===== src/design/ptd_pkg.sv =====
// Package for the periodic task dispatcher: request codes, widths, types.
// No dependencies.
package ptd_pkg;
  localparam int SlotsDefault = 16;
  localparam int IdW = 16;
  localparam int PerW = 16;
  localparam int DueW = 32;
  localparam int CntW = 5;

  localparam logic [2:0] REQ_ADD    = 3'd0;
  localparam logic [2:0] REQ_REMOVE = 3'd1;
  localparam logic [2:0] REQ_TICK   = 3'd2;
  localparam logic [2:0] REQ_DONE   = 3'd3;
  localparam logic [2:0] REQ_START  = 3'd4;
  localparam logic [2:0] REQ_PAUSE  = 3'd5;
  localparam logic [2:0] REQ_CLEAR  = 3'd6;

  // controller -> datapath
  typedef struct packed {
    logic load;      // capture request
    logic act;       // perform request action
    logic scan_clr;  // restart scan
    logic scan_step; // examine one slot
    logic fin;       // end check and result
    logic pop;       // result taken
  } ptd_cmd_t;

  // datapath -> controller
  typedef struct packed {
    logic scan_last;
  } ptd_sts_t;
endpackage


===== src/design/ptd_dp.sv =====
// Datapath: slot table, timing state, slot scan and result register.
// Depends on ptd_pkg.
module ptd_dp import ptd_pkg::*; #(
  parameter int SLOTS = SlotsDefault
) (
  input  logic              clk,
  input  logic              rst_n,
  input  ptd_cmd_t          cmd,
  output ptd_sts_t          sts,
  input  logic [2:0]        in_req_type,
  input  logic [PerW-1:0]   in_period,
  input  logic [IdW-1:0]    in_target_id,
  input  logic              in_keep_task,
  output logic              out_ok,
  output logic [IdW-1:0]    out_new_id,
  output logic              out_fire_valid,
  output logic [IdW-1:0]    out_fire_id,
  output logic              out_stopped,
  output logic [CntW-1:0]   out_tasks_left,
  output logic              out_is_running
);
  localparam int SW = (SLOTS > 1) ? $clog2(SLOTS) : 1;
  localparam int NW = $clog2(SLOTS + 1);

  logic [SLOTS-1:0] valid_r;
  logic [IdW-1:0]   id_mem  [SLOTS];
  logic [PerW-1:0]  per_mem [SLOTS];
  logic [DueW-1:0]  due_mem [SLOTS];

  logic [2:0] req_r;
  logic [PerW-1:0] per_r;
  logic [IdW-1:0] tid_r;
  logic keep_r;

  logic [DueW-1:0] elapsed_r;
  logic run_r, pause_r, exv_r, busy_r;
  logic [IdW-1:0] exid_r, idc_r;
  logic [PerW-1:0] exper_r;

  // scan state
  logic [SW-1:0] idx_r;
  logic free_f_r, idm_f_r, best_f_r;
  logic [SW-1:0] free_r, idm_r, best_r;
  logic [DueW-1:0] best_due_r;
  logic [NW-1:0] cnt_r;

  logic ok_r, fire_r, stop_r;
  logic [IdW-1:0] nid_r, fid_r;

  assign sts.scan_last = (idx_r == SW'(SLOTS - 1));

  function automatic logic [DueW-1:0] due_of(input logic run, input logic [DueW-1:0] el,
                                             input logic [PerW-1:0] p);
    logic [DueW-1:0] b;
    logic [DueW:0] s;
    b = run ? el : '0;
    s = {1'b0, b} + {{(DueW+1-PerW){1'b0}}, p};
    return s[DueW] ? '1 : s[DueW-1:0];
  endfunction

  logic cur_v;
  assign cur_v = valid_r[idx_r];

  logic add_ok;
  assign add_ok = (per_r != '0) && free_f_r;

  logic fire_c, stop_c;
  always_comb begin
    stop_c = run_r && !busy_r && (pause_r || cnt_r == '0);
    fire_c = run_r && !busy_r && !stop_c && best_f_r && best_due_r <= elapsed_r;
  end

  // result flags of the action step
  logic act_ok;
  logic [IdW-1:0] act_nid;
  always_comb begin
    act_ok = 1'b0;
    act_nid = '0;
    case (req_r)
      REQ_ADD: if (add_ok) begin
        act_ok = 1'b1;
        act_nid = idc_r;
      end
      REQ_REMOVE: act_ok = (tid_r != '0) && ((busy_r && exv_r && exid_r == tid_r) || idm_f_r);
      REQ_TICK: act_ok = 1'b1;
      REQ_DONE: act_ok = busy_r;
      REQ_START: act_ok = !run_r;
      REQ_PAUSE: act_ok = 1'b1;
      REQ_CLEAR: act_ok = 1'b1;
      default: ;
    endcase
  end

  always_ff @(posedge clk) begin
    if (cmd.load) begin
      req_r  <= in_req_type;
      per_r  <= in_period;
      tid_r  <= in_target_id;
      keep_r <= in_keep_task;
    end
    if (cmd.scan_step) begin
      if (cur_v && (!best_f_r || due_mem[idx_r] < best_due_r)) begin
        best_r <= idx_r;
        best_due_r <= due_mem[idx_r];
      end
      if (!cur_v && !free_f_r) free_r <= idx_r;
      if (cur_v && id_mem[idx_r] == tid_r && !idm_f_r) idm_r <= idx_r;
    end
    if (cmd.act && req_r == REQ_ADD && add_ok) begin
      id_mem[free_r]  <= idc_r;
      per_mem[free_r] <= per_r;
      due_mem[free_r] <= due_of(run_r, elapsed_r, per_r);
    end
    if (cmd.act && req_r == REQ_DONE && busy_r && keep_r && exv_r && free_f_r) begin
      id_mem[free_r]  <= exid_r;
      per_mem[free_r] <= exper_r;
      due_mem[free_r] <= due_of(run_r, elapsed_r, exper_r);
    end
    // latch the dispatched task only; hold the executing one otherwise
    if (cmd.fin && fire_c) begin
      exid_r  <= id_mem[best_r];
      exper_r <= per_mem[best_r];
    end
  end

  always_ff @(posedge clk) begin
    if (!rst_n) begin
      valid_r <= '0; elapsed_r <= '0; run_r <= 1'b0; pause_r <= 1'b0;
      exv_r <= 1'b0; busy_r <= 1'b0; idc_r <= IdW'(1);
      idx_r <= '0; free_f_r <= 1'b0; idm_f_r <= 1'b0; best_f_r <= 1'b0;
      cnt_r <= '0; ok_r <= 1'b0; fire_r <= 1'b0; stop_r <= 1'b0;
      nid_r <= '0; fid_r <= '0;
    end else begin
      if (cmd.scan_clr) begin
        idx_r <= '0; free_f_r <= 1'b0; idm_f_r <= 1'b0; best_f_r <= 1'b0;
        cnt_r <= '0;
      end
      if (cmd.scan_step) begin
        if (!sts.scan_last) idx_r <= idx_r + SW'(1);
        if (cur_v) begin
          cnt_r <= cnt_r + NW'(1);
          best_f_r <= 1'b1;
          if (id_mem[idx_r] == tid_r) idm_f_r <= 1'b1;
        end else begin
          free_f_r <= 1'b1;
        end
      end
      if (cmd.act) begin
        ok_r <= act_ok;
        nid_r <= act_nid;
        unique case (req_r)
          REQ_ADD: if (add_ok) begin
            valid_r[free_r] <= 1'b1;
            idc_r <= (idc_r == '1) ? IdW'(1) : idc_r + IdW'(1);
          end
          REQ_REMOVE: if (tid_r != '0) begin
            if (busy_r && exv_r && exid_r == tid_r) begin
              exv_r <= 1'b0;
            end else if (idm_f_r) begin
              valid_r[idm_r] <= 1'b0;
            end
          end
          REQ_TICK: begin
            if (run_r && elapsed_r != '1) elapsed_r <= elapsed_r + DueW'(1);
          end
          REQ_DONE: if (busy_r) begin
            if (keep_r && exv_r && free_f_r) valid_r[free_r] <= 1'b1;
            busy_r <= 1'b0; exv_r <= 1'b0;
          end
          REQ_START: if (!run_r) begin
            run_r <= 1'b1; elapsed_r <= '0; pause_r <= 1'b0;
          end
          REQ_PAUSE: begin
            if (run_r) pause_r <= 1'b1;
          end
          REQ_CLEAR: begin
            valid_r <= '0;
          end
          default: ;
        endcase
      end
      if (cmd.fin) begin
        stop_r <= stop_c;
        fire_r <= fire_c;
        fid_r  <= fire_c ? id_mem[best_r] : '0;
        if (stop_c) begin
          run_r <= 1'b0; pause_r <= 1'b0;
        end
        if (fire_c) begin
          valid_r[best_r] <= 1'b0;
          busy_r <= 1'b1; exv_r <= 1'b1;
        end
        cnt_r <= cnt_r - NW'(fire_c);
      end
    end
  end

  assign out_ok = ok_r;
  assign out_new_id = nid_r;
  assign out_fire_valid = fire_r;
  assign out_fire_id = fid_r;
  assign out_stopped = stop_r;
  assign out_tasks_left = CntW'(cnt_r);
  assign out_is_running = run_r;
endmodule


===== src/design/ptd_ctrl.sv =====
// Controller: sequences load, pre-scan, action, end-check scan and output.
// Depends on ptd_pkg.
module ptd_ctrl import ptd_pkg::*; (
  input  logic     clk,
  input  logic     rst_n,
  input  logic     in_valid,
  output logic     in_ready,
  output logic     out_valid,
  input  logic     out_ready,
  input  ptd_sts_t sts,
  output ptd_cmd_t cmd
);
  localparam logic [2:0] S_IDLE = 3'd0;
  localparam logic [2:0] S_SCAN1 = 3'd1;
  localparam logic [2:0] S_ACT = 3'd2;
  localparam logic [2:0] S_SCAN2 = 3'd3;
  localparam logic [2:0] S_FIN = 3'd4;
  localparam logic [2:0] S_OUT = 3'd5;

  logic [2:0] st_r, st_nxt;

  assign in_ready = (st_r == S_IDLE);
  assign out_valid = (st_r == S_OUT);

  always_comb begin
    cmd = '0;
    st_nxt = st_r;
    unique case (st_r)
      S_IDLE: if (in_valid) begin
        cmd.load = 1'b1; cmd.scan_clr = 1'b1; st_nxt = S_SCAN1;
      end
      S_SCAN1: begin
        cmd.scan_step = 1'b1;
        if (sts.scan_last) st_nxt = S_ACT;
      end
      S_ACT: begin
        cmd.act = 1'b1; cmd.scan_clr = 1'b1; st_nxt = S_SCAN2;
      end
      S_SCAN2: begin
        cmd.scan_step = 1'b1;
        if (sts.scan_last) st_nxt = S_FIN;
      end
      S_FIN: begin
        cmd.fin = 1'b1; st_nxt = S_OUT;
      end
      S_OUT: if (out_ready) begin
        cmd.pop = 1'b1; st_nxt = S_IDLE;
      end
      default: st_nxt = S_IDLE;
    endcase
  end

  always_ff @(posedge clk) begin
    if (!rst_n) st_r <= S_IDLE;
    else st_r <= st_nxt;
  end
endmodule


===== src/design/periodic_task_dispatcher.sv =====
// Top level of the periodic task dispatcher.
// Depends on ptd_pkg, ptd_ctrl, ptd_dp.
// One request at a time: its result appears after two one-slot-per-cycle scans
// of the table (a pre-scan for free slot and id match, then a scan for count
// and earliest due task after the action) plus an action step and an
// end-check step. The result holds until out_ready; a new request is accepted
// only once the result has been taken and the controller is idle again.
module periodic_task_dispatcher import ptd_pkg::*; #(
  parameter int SLOTS = SlotsDefault
) (
  input  logic            clk,
  input  logic            rst_n,
  input  logic            in_valid,
  output logic            in_ready,
  input  logic [2:0]      in_req_type,
  input  logic [PerW-1:0] in_period,
  input  logic [IdW-1:0]  in_target_id,
  input  logic            in_keep_task,
  output logic            out_valid,
  input  logic            out_ready,
  output logic            out_ok,
  output logic [IdW-1:0]  out_new_id,
  output logic            out_fire_valid,
  output logic [IdW-1:0]  out_fire_id,
  output logic            out_stopped,
  output logic [CntW-1:0] out_tasks_left,
  output logic            out_is_running
);
  ptd_cmd_t cmd;
  ptd_sts_t sts;

  // sequence each request through the scans
  ptd_ctrl u_ctrl (
    .clk, .rst_n, .in_valid, .in_ready, .out_valid, .out_ready, .sts, .cmd
  );

  // hold the table and produce the result
  ptd_dp #(.SLOTS(SLOTS)) u_dp (
    .clk, .rst_n, .cmd, .sts,
    .in_req_type, .in_period, .in_target_id, .in_keep_task,
    .out_ok, .out_new_id, .out_fire_valid, .out_fire_id, .out_stopped,
    .out_tasks_left, .out_is_running
  );

`ifndef NO_ASSERTIONS
  a_no_overlap: assert property (@(posedge clk) disable iff (!rst_n)
    !(in_ready && out_valid)) else $error("ready while result pending");
  a_fire_id: assert property (@(posedge clk) disable iff (!rst_n)
    out_valid && !out_fire_valid |-> out_fire_id == '0) else $error("stray fire id");
  a_fire_stop: assert property (@(posedge clk) disable iff (!rst_n)
    out_valid |-> !(out_fire_valid && out_stopped)) else $error("fire and stop");
`endif
endmodule

===== config.mk =====
export PLATFORM = sky130hd
export DESIGN_NAME = periodic_task_dispatcher
export DESIGN_NICKNAME = d
export VERILOG_FILES = /design/src/design/ptd_pkg.sv /design/src/design/ptd_dp.sv /design/src/design/ptd_ctrl.sv /design/src/design/periodic_task_dispatcher.sv
export SDC_FILE = /design/constraint.sdc
export NUM_CORES = 2
export LEC_CHECK = 0
export ABC_AREA = 1
export BUFFER_PORTS_ARGS = -buffer_cell sky130_fd_sc_hd__buf_2
export CAP_MARGIN = 20
export CORE_ASPECT_RATIO = 0.5
export CORE_UTILIZATION = 55
export DETAILED_ROUTE_END_ITERATION = 10
export PLACE_DENSITY = 0.74
export SYNTH_ARGS = -nofsm -noshare
export SYNTH_HDL_FRONTEND = slang
export SYNTH_SLANG_ARGS = --single-unit
export TNS_END_PERCENT = 30

===== constraint.sdc =====
create_clock -name clk -period 5 [get_ports clk]
set_input_delay 0.25 -clock clk [delete_from_list [all_inputs] [get_ports clk]]
set_output_delay 0.25 -clock clk [all_outputs]
set_load 0.03 [all_outputs]

== After elaboration in Yosys (flattened, before gate mapping) ==
Memory sizes are Yosys's and may differ from the RTL's. A register that Yosys moved wholly into a read port is not among the register bits.
Index checks and enable logic that the tools add are counted.
Word-level totals
  register bits after elaboration: 214
  bits in writable memories: 1024
  bits of input ports: 40
  output and inout port bits: 43
  memories: 3
Memory list
  u_dp.due_mem: depth 16, bits a word 32, read ports 1, clocked after memory_dff 1, write ports 1, line ptd_dp.sv:28  | logic [DueW-1:0] due_mem [SLOTS];
  u_dp.id_mem: depth 16, bits a word 16, read ports 2, clocked after memory_dff 2, write ports 1, line ptd_dp.sv:26  | logic [IdW-1:0] id_mem [SLOTS];
  u_dp.per_mem: depth 16, bits a word 16, read ports 1, clocked after memory_dff 1, write ports 1, line ptd_dp.sv:27  | logic [PerW-1:0] per_mem [SLOTS];
Operators by class
  add/sub/neg operators: 7
  order comparisons: 9
  eq/ne operators: 21
  muxes and demuxes: 89
  bitwise operators: 8
  reductions and logical operators: 51
Operators by type and width (number)
  2-to-1 mux 16 bit: 16
  2-to-1 mux 32 bit: 5
  adder 32 x 16 -> 33 bit: 2
  case mux 16 bit (4 select lines): 1
  case mux 32 bit (2 select lines): 1
  2-to-1 mux 1 bit: 43
  adder 32 x 1 -> 32 bit (second input constant): 1
  AND 16 bit: 2
  == test 16 bit: 2
  <= comparator 32 bit: 1
  less-than comparator 32 bit: 1
  inequality test 32 bit (second input constant): 1
  inverter 16 bit: 2
  nonzero test 16 bit: 2
  logical AND 1 bit: 27
  2-to-1 mux 4 bit: 6
  less-than comparator 4 x 5 -> 1 bit (second input constant): 4
  2-to-1 mux 5 bit: 4
  case mux 3 bit (6 select lines): 1
  adder 16 x 1 -> 16 bit (second input constant): 1
  == test 16 bit (second input constant): 1
  OR 16 bit: 1
  == test 3 bit (second input constant): 5
  demux 1 bit (select 4 bit): 3
  24 further kinds: 52

== Depth between registers and ports, before layout ==
  depth after elaboration: 15
  gate-level depth with buffers: 25
  gate-level depth less buffers: 22

== Hierarchy ==
A second synthesis with hierarchy kept.
Second synthesis, totals
  cells, all modules: 5092
  area, all modules: 56729.4 sq um
Modules (own cells, without submodules)
  ptd_dp: instances 1, cells an instance 5049, area each 56442.9 sq um, seq. area each 36495.0 sq um
  ptd_ctrl: instances 1, cells an instance 43, area each 286.5 sq um, seq. area each 60.1 sq um

== Worst setup path before layout ==
Ideal clock, no wire load.
  path kind: flip-flop to flip-flop
  start: reg u_dp.req_r[2]
  end: reg u_dp.valid_r[5]
  arrival time: 5.318 ns
  data required time: 4.943 ns
  path slack: -0.374 ns
  cell stages (with the launch flop): 12
  path buffers: 0
  clock period less this slack: 5.374 ns
  cell sequence: edfxtp_1 nor2_1 inv_1 nor2_2 nand3_2 nor2_4 nor2_1 nor4_2 o21ai_0 a21oi_1 o21ai_1 inv_1
Between the ends
  longest elaborated chain between the ends: 7
  elaborated cells between the ends (all ways): 10
  classes of those cells: eq/ne (3); mux (5); bitwise (1); reduce/logical (1)
Ends and longest elaborated chain
  from (decl): line ptd_dp.sv:30  | logic [2:0] req_r;
  from (signal assigned): line ptd_dp.sv:96  | req_r <= in_req_type;
  == test 3 bit (tied with other cells): line ptd_dp.sv:151  | unique case (req_r)
  case mux 16 bit (4 select lines) *: line ptd_dp.sv:151
  2-to-1 mux 16 bit *: line ptd_dp.sv:148  | if (cmd.act) begin
  2-to-1 mux 16 bit *: line ptd_dp.sv:127  | if (!rst_n) begin
  AND 16 bit (no line)
  2-to-1 mux 16 bit: line ptd_dp.sv:189  | if (fire_c) begin
  2-to-1 mux 16 bit *: line ptd_dp.sv:182  | if (cmd.fin) begin
  to (signal assigned): line ptd_dp.sv:128  | valid_r <= '0; elapsed_r <= '0; run_r <= 1'b0; pause_r <= 1'b0;
  to (signal assigned): line ptd_dp.sv:177  | valid_r <= '0;
  to (signal, indexed assignment): line ptd_dp.sv:190  | valid_r[best_r] <= 1'b0;
  to (decl): line ptd_dp.sv:25  | logic [SLOTS-1:0] valid_r;
Every way passes the cells marked *; elsewhere a longest branch is shown, timed or not. The select of a mux whose other input is x is not followed.
A chain may end at the register's enable or synchronous reset.

== Worst setup path after layout ==
  start: reg u_dp.idx_r[0]
  end: reg u_dp.best_due_r[4], read port of u_dp.due_mem (enable)
Between the ends
  longest elaborated chain between the ends: 4
Ends and longest elaborated chain
  from (decl): line ptd_dp.sv:41  | logic [SW-1:0] idx_r;
  from (signal assigned): line ptd_dp.sv:139  | if (!sts.scan_last) idx_r <= idx_r + SW'(1);
  binary-select mux 1 bit (select 4 bit): line ptd_dp.sv:62  | assign cur_v = valid_r[idx_r];
  2-to-1 mux 1 bit (implied by the code): line ptd_dp.sv:62
  logical AND 1 bit: line ptd_dp.sv:102  | if (cur_v && (!best_f_r || due_mem[idx_r] < best_due_r)) begin
  AND reduction 2 bit (no line)
  to (decl): line ptd_dp.sv:44  | logic [DueW-1:0] best_due_r;
Every way passes these cells. The select of a mux whose other input is x is not followed.

==> flow_summary.ini <==
[outcome]
status = finished, final reports clean

[global_routing]
grt_pass1_vias = 39600
grt_usage_pct = 30.60
grt_pass1_wl_mm = 239.6
grt_max_degree = 171
grt_antenna_before_repair = 0
overflow = 0

[pwr]
p_seq_share_pct = 46.0
net-switching-power_w = 0.008657
switching_share_pct = 32.49
clkPwrFrac_pct = 31.2
p_leak_nw = 21.16
worst_ir_drop_vdd_mv = 0.3905
internal_power_w = 0.01799
power_density_nw_per_um2 = 426.9
p_comb_share_pct = 22.8

[layout]
num-nets-final = 5286
fill_cells = 7625
antenna_cells = 0
final_common_cell = edfxtp_1
final_cell_mix = edfxtp_1, nand2_1, o21ai_0
final_core_util_pct = 62.01
area_delta_synth_final_pct = 11.07
drive_above_1_share_pct = 9.058

[die]
start_util_pct = 55.83
ios = 83
core_area_um2 = 100600
rows = 82
dieWidth_um = 454.0
dieArea_um2 = 103500
die_height_um = 228.0

[worst_setup_path]
path_cells = inv_8 -> buf_12 -> o21ai_0 -> o221ai_1 -> o211ai_1 -> nand2_1 -> ha_1 -> nand2_1 -> inv_1 -> nand3_1 -> a31oi_1 -> a2111oi_0 -> nand2_1 -> nand2_1 -> nand2_1 -> nand2_1 -> nand2_1 -> inv_1 -> buf_4
crit_buf_inv = 5
worst_setup_path_end_kind = flop
start_kind = flop
cpPeakStageDelay_ns = 0.70
crit_top_cell = nand2_1
crit_family = buffers and inverters
path_max_fanout = 69
worst-setup-path-type = flop to flop
crit_path_top_delay_cell = dfxtp_4
crit_arrival_ns = 4.88
required_ns = 5.36

[clock_network]
cts_tree = yes
root_buffer = clkbuf_16
ctsResizeCount = 0
cts_buffer_depth = 3
clock_sinks = 1258
cts_made_buffers = 106
clk_latency_ns = 0.76
cts.htree.levels = 3
path_clk_slew_ns = 0.07

[timing]
fin_worst_skew_ns = 0.04941
worst_pin_slew_ns = 1.096
clock.fmax_mhz = 221.6
period_share_pct = 90.27
maxSlewHeadroom_pct = 26.96
hold_viol = 0
setup_viol = 0
fin_crit_ns = 4.513
fin_setup_tns_ns = 0
rsz0062_at_grt = no
drv_slew = 0

[yosys]
yosysSeqAreaShare_pct = 65.06
netlist-cell-type-count = 64
netlist.area_leader.share_pct = 60.71
synth_nets = 5212
synth.largest_area_cell = edfxtp_1
avgSynthCellArea_um2 = 11.09
synthTopCellsByArea = edfxtp_1, o21ai_0, dfxtp_1, nand2_1, a21oi_1
ys_warn_count = 0
netlist_area_um2 = 56190
synthCells = 5068
synth.ff_latch_count = 1258

[placed_design]
place_congestion = 0.9803
port_buffers = 82
dp_hpwl_mm = 91.39

[drt]
wl_per_cell_um = 24.45
via_count = 41930
ant_nets = 0
dr.pass1.iters = 6
routed_wl_mm = 160.8
drc = 0
routed_via_density = 6.376
drtIter0Drc = 6102

[hold_path]
min_path_type = primary input to flop

[job]
cap_violations = 0
[layout make-up]
type | instances | area [µm²] | area share [%]
clock buffer | 130 | 2814 | 4.509
clock inverter | 69 | 621.8 | 0.9964
inverter | 426 | 1614 | 2.586
multi-input combinational | 3091 | 16970 | 27.18
sequential | 1258 | 36580 | 58.60
tap | 1344 | 1682 | 2.694
timing repair buffer | 259 | 2138 | 3.426
[stage by stage]
step / hold WS (ns) / total power, W / instance area, µm² / instances / worst slack (ns)
after floorplan: 0.3489 / 0.01633 / 56200 / 5068 / 0.2710
after global placement: 0.4266 / 0.01810 / 58520 / 6334 / 0.7852
after detailed placement: 0.4281 / 0.01831 / 58520 / 6334 / 0.6665
after CTS: 0.1296 / 0.02651 / 62350 / 6572 / 0.5608
after global routing: 0.1822 / 0.02763 / 62410 / 6577 / 0.2530
final: 0.1909 / 0.02664 / 62410 / 6577 / 0.4865
[sequential cells by signal, indices dropped and copies added (netlist names), 3 cells and up, named ones only]
register / count
u_ctrl.st_r: 3
u_dp.best_due_r: 32
u_dp.best_r: 4
u_dp.due_mem: 512
u_dp.elapsed_r: 32
u_dp.exid_r: 16
u_dp.exper_r: 16
u_dp.free_r: 4
u_dp.id_mem: 256
u_dp.idc_r: 16
u_dp.idm_r: 4
u_dp.idx_r: 4
u_dp.out_fire_id: 16
u_dp.out_new_id: 16
u_dp.out_tasks_left: 5
u_dp.per_mem: 256
u_dp.per_r: 16
u_dp.req_r: 3
u_dp.tid_r: 16
u_dp.valid_r: 16
[worst register-to-register path, cell delays in order, from the launching register on]
cell	delay, ns
dfxtp_4	0.70
inv_8	0.24
buf_12	0.40
o21ai_0	0.22
o221ai_1	0.13
o211ai_1	0.17
nand2_1	0.15
ha_1	0.32
nand2_1	0.06
inv_1	0.06
nand3_1	0.06
a31oi_1	0.07
a2111oi_0	0.30
nand2_1	0.21
nand2_1	0.12
nand2_1	0.07
nand2_1	0.16
nand2_1	0.15
inv_1	0.08
buf_4	0.42
[cells by family (layout without fill, tap and decap cells)]
group / Yosys count / in the layout / synth area share [%]
AOI/OAI and AO/OA: 1516 / 1516 / 15.93
xor gates and xnor gates: 54 / 54 / 0.8417
adders and majority gates: 104 / 104 / 2.343
buffers and inverters: 719 / 884 / 5.004
DFF: 1258 / 1258 / 65.06
and+or+nand+nor: 1417 / 1417 / 10.82
[worst paths after layout]
check / start / to / slack [ns] / cells past startpoint
min: rst_n / u_dp.elapsed_r[25] / 0.19 / 3
max reg2reg: u_dp.idx_r[0] / u_dp.best_due_r[4] / 0.49 / 19
max: u_dp.idx_r[0] / u_dp.best_due_r[4] / 0.49 / 19
min reg2reg: u_dp.out_new_id[5] / u_dp.out_new_id[5] / 0.46 / 2
[cells in the mapped netlist, drive strengths merged]
cell / n
edfxtp: 1136
o21ai: 623
nand2: 619
nor2: 438
inv: 419
a21oi: 408
nand3: 226
clkbuf: 210
a22oi: 137
dfxtp: 122
o211ai: 114
o221ai: 112
ha: 102
buf: 83
nor3: 53
o22ai: 45
nand4: 39
xor2: 36
xnor2: 18
a31oi: 16
or4: 16
nor4: 15
a211oi: 13
a221oi: 13
clkinv: 7
o21a: 7
or2: 7
a311oi: 6
a21boi: 4
a2111oi: 3
a21o: 3
o2111ai: 3
o31ai: 3
fa: 2
nand3b: 2
o21bai: 2
o22a: 2
a31o: 1
and3: 1
nor3b: 1
o311ai: 1
[power groups by stage]
stage | clock [W] | combinational (W) | sequential, W
after floorplan | 0 | 0.00408 | 0.0123
after global placement | 0 | 0.00562 | 0.0125
after detailed placement | 0 | 0.00583 | 0.0125
after CTS | 0.00834 | 0.00591 | 0.0123
after global routing | 0.00877 | 0.00658 | 0.0123
final | 0.00831 | 0.00607 | 0.0123
[timing repair]
item	4_1_cts	5_1_grt
setup endpoints to repair	0	0
hold endpoints to repair	39	0
buffers inserted	0	0
hold buffers	39	0
[routing by layer]
| layer | global-route usage [%] | vias to the layer above | part of all wire, % |
|---|---|---|---|
| met5 | 0 | - | 0 |
| met4 | 11.67 | 0 | 3.9 |
| met3 | 5.869 | 394 | 11 |
| met2 | 47.73 | 2564 | 46 |
| met1 | 42.68 | 20320 | 39 |
| li1 | - | 18650 | - |
No activity file was read; power rests on OpenSTA's default activity.
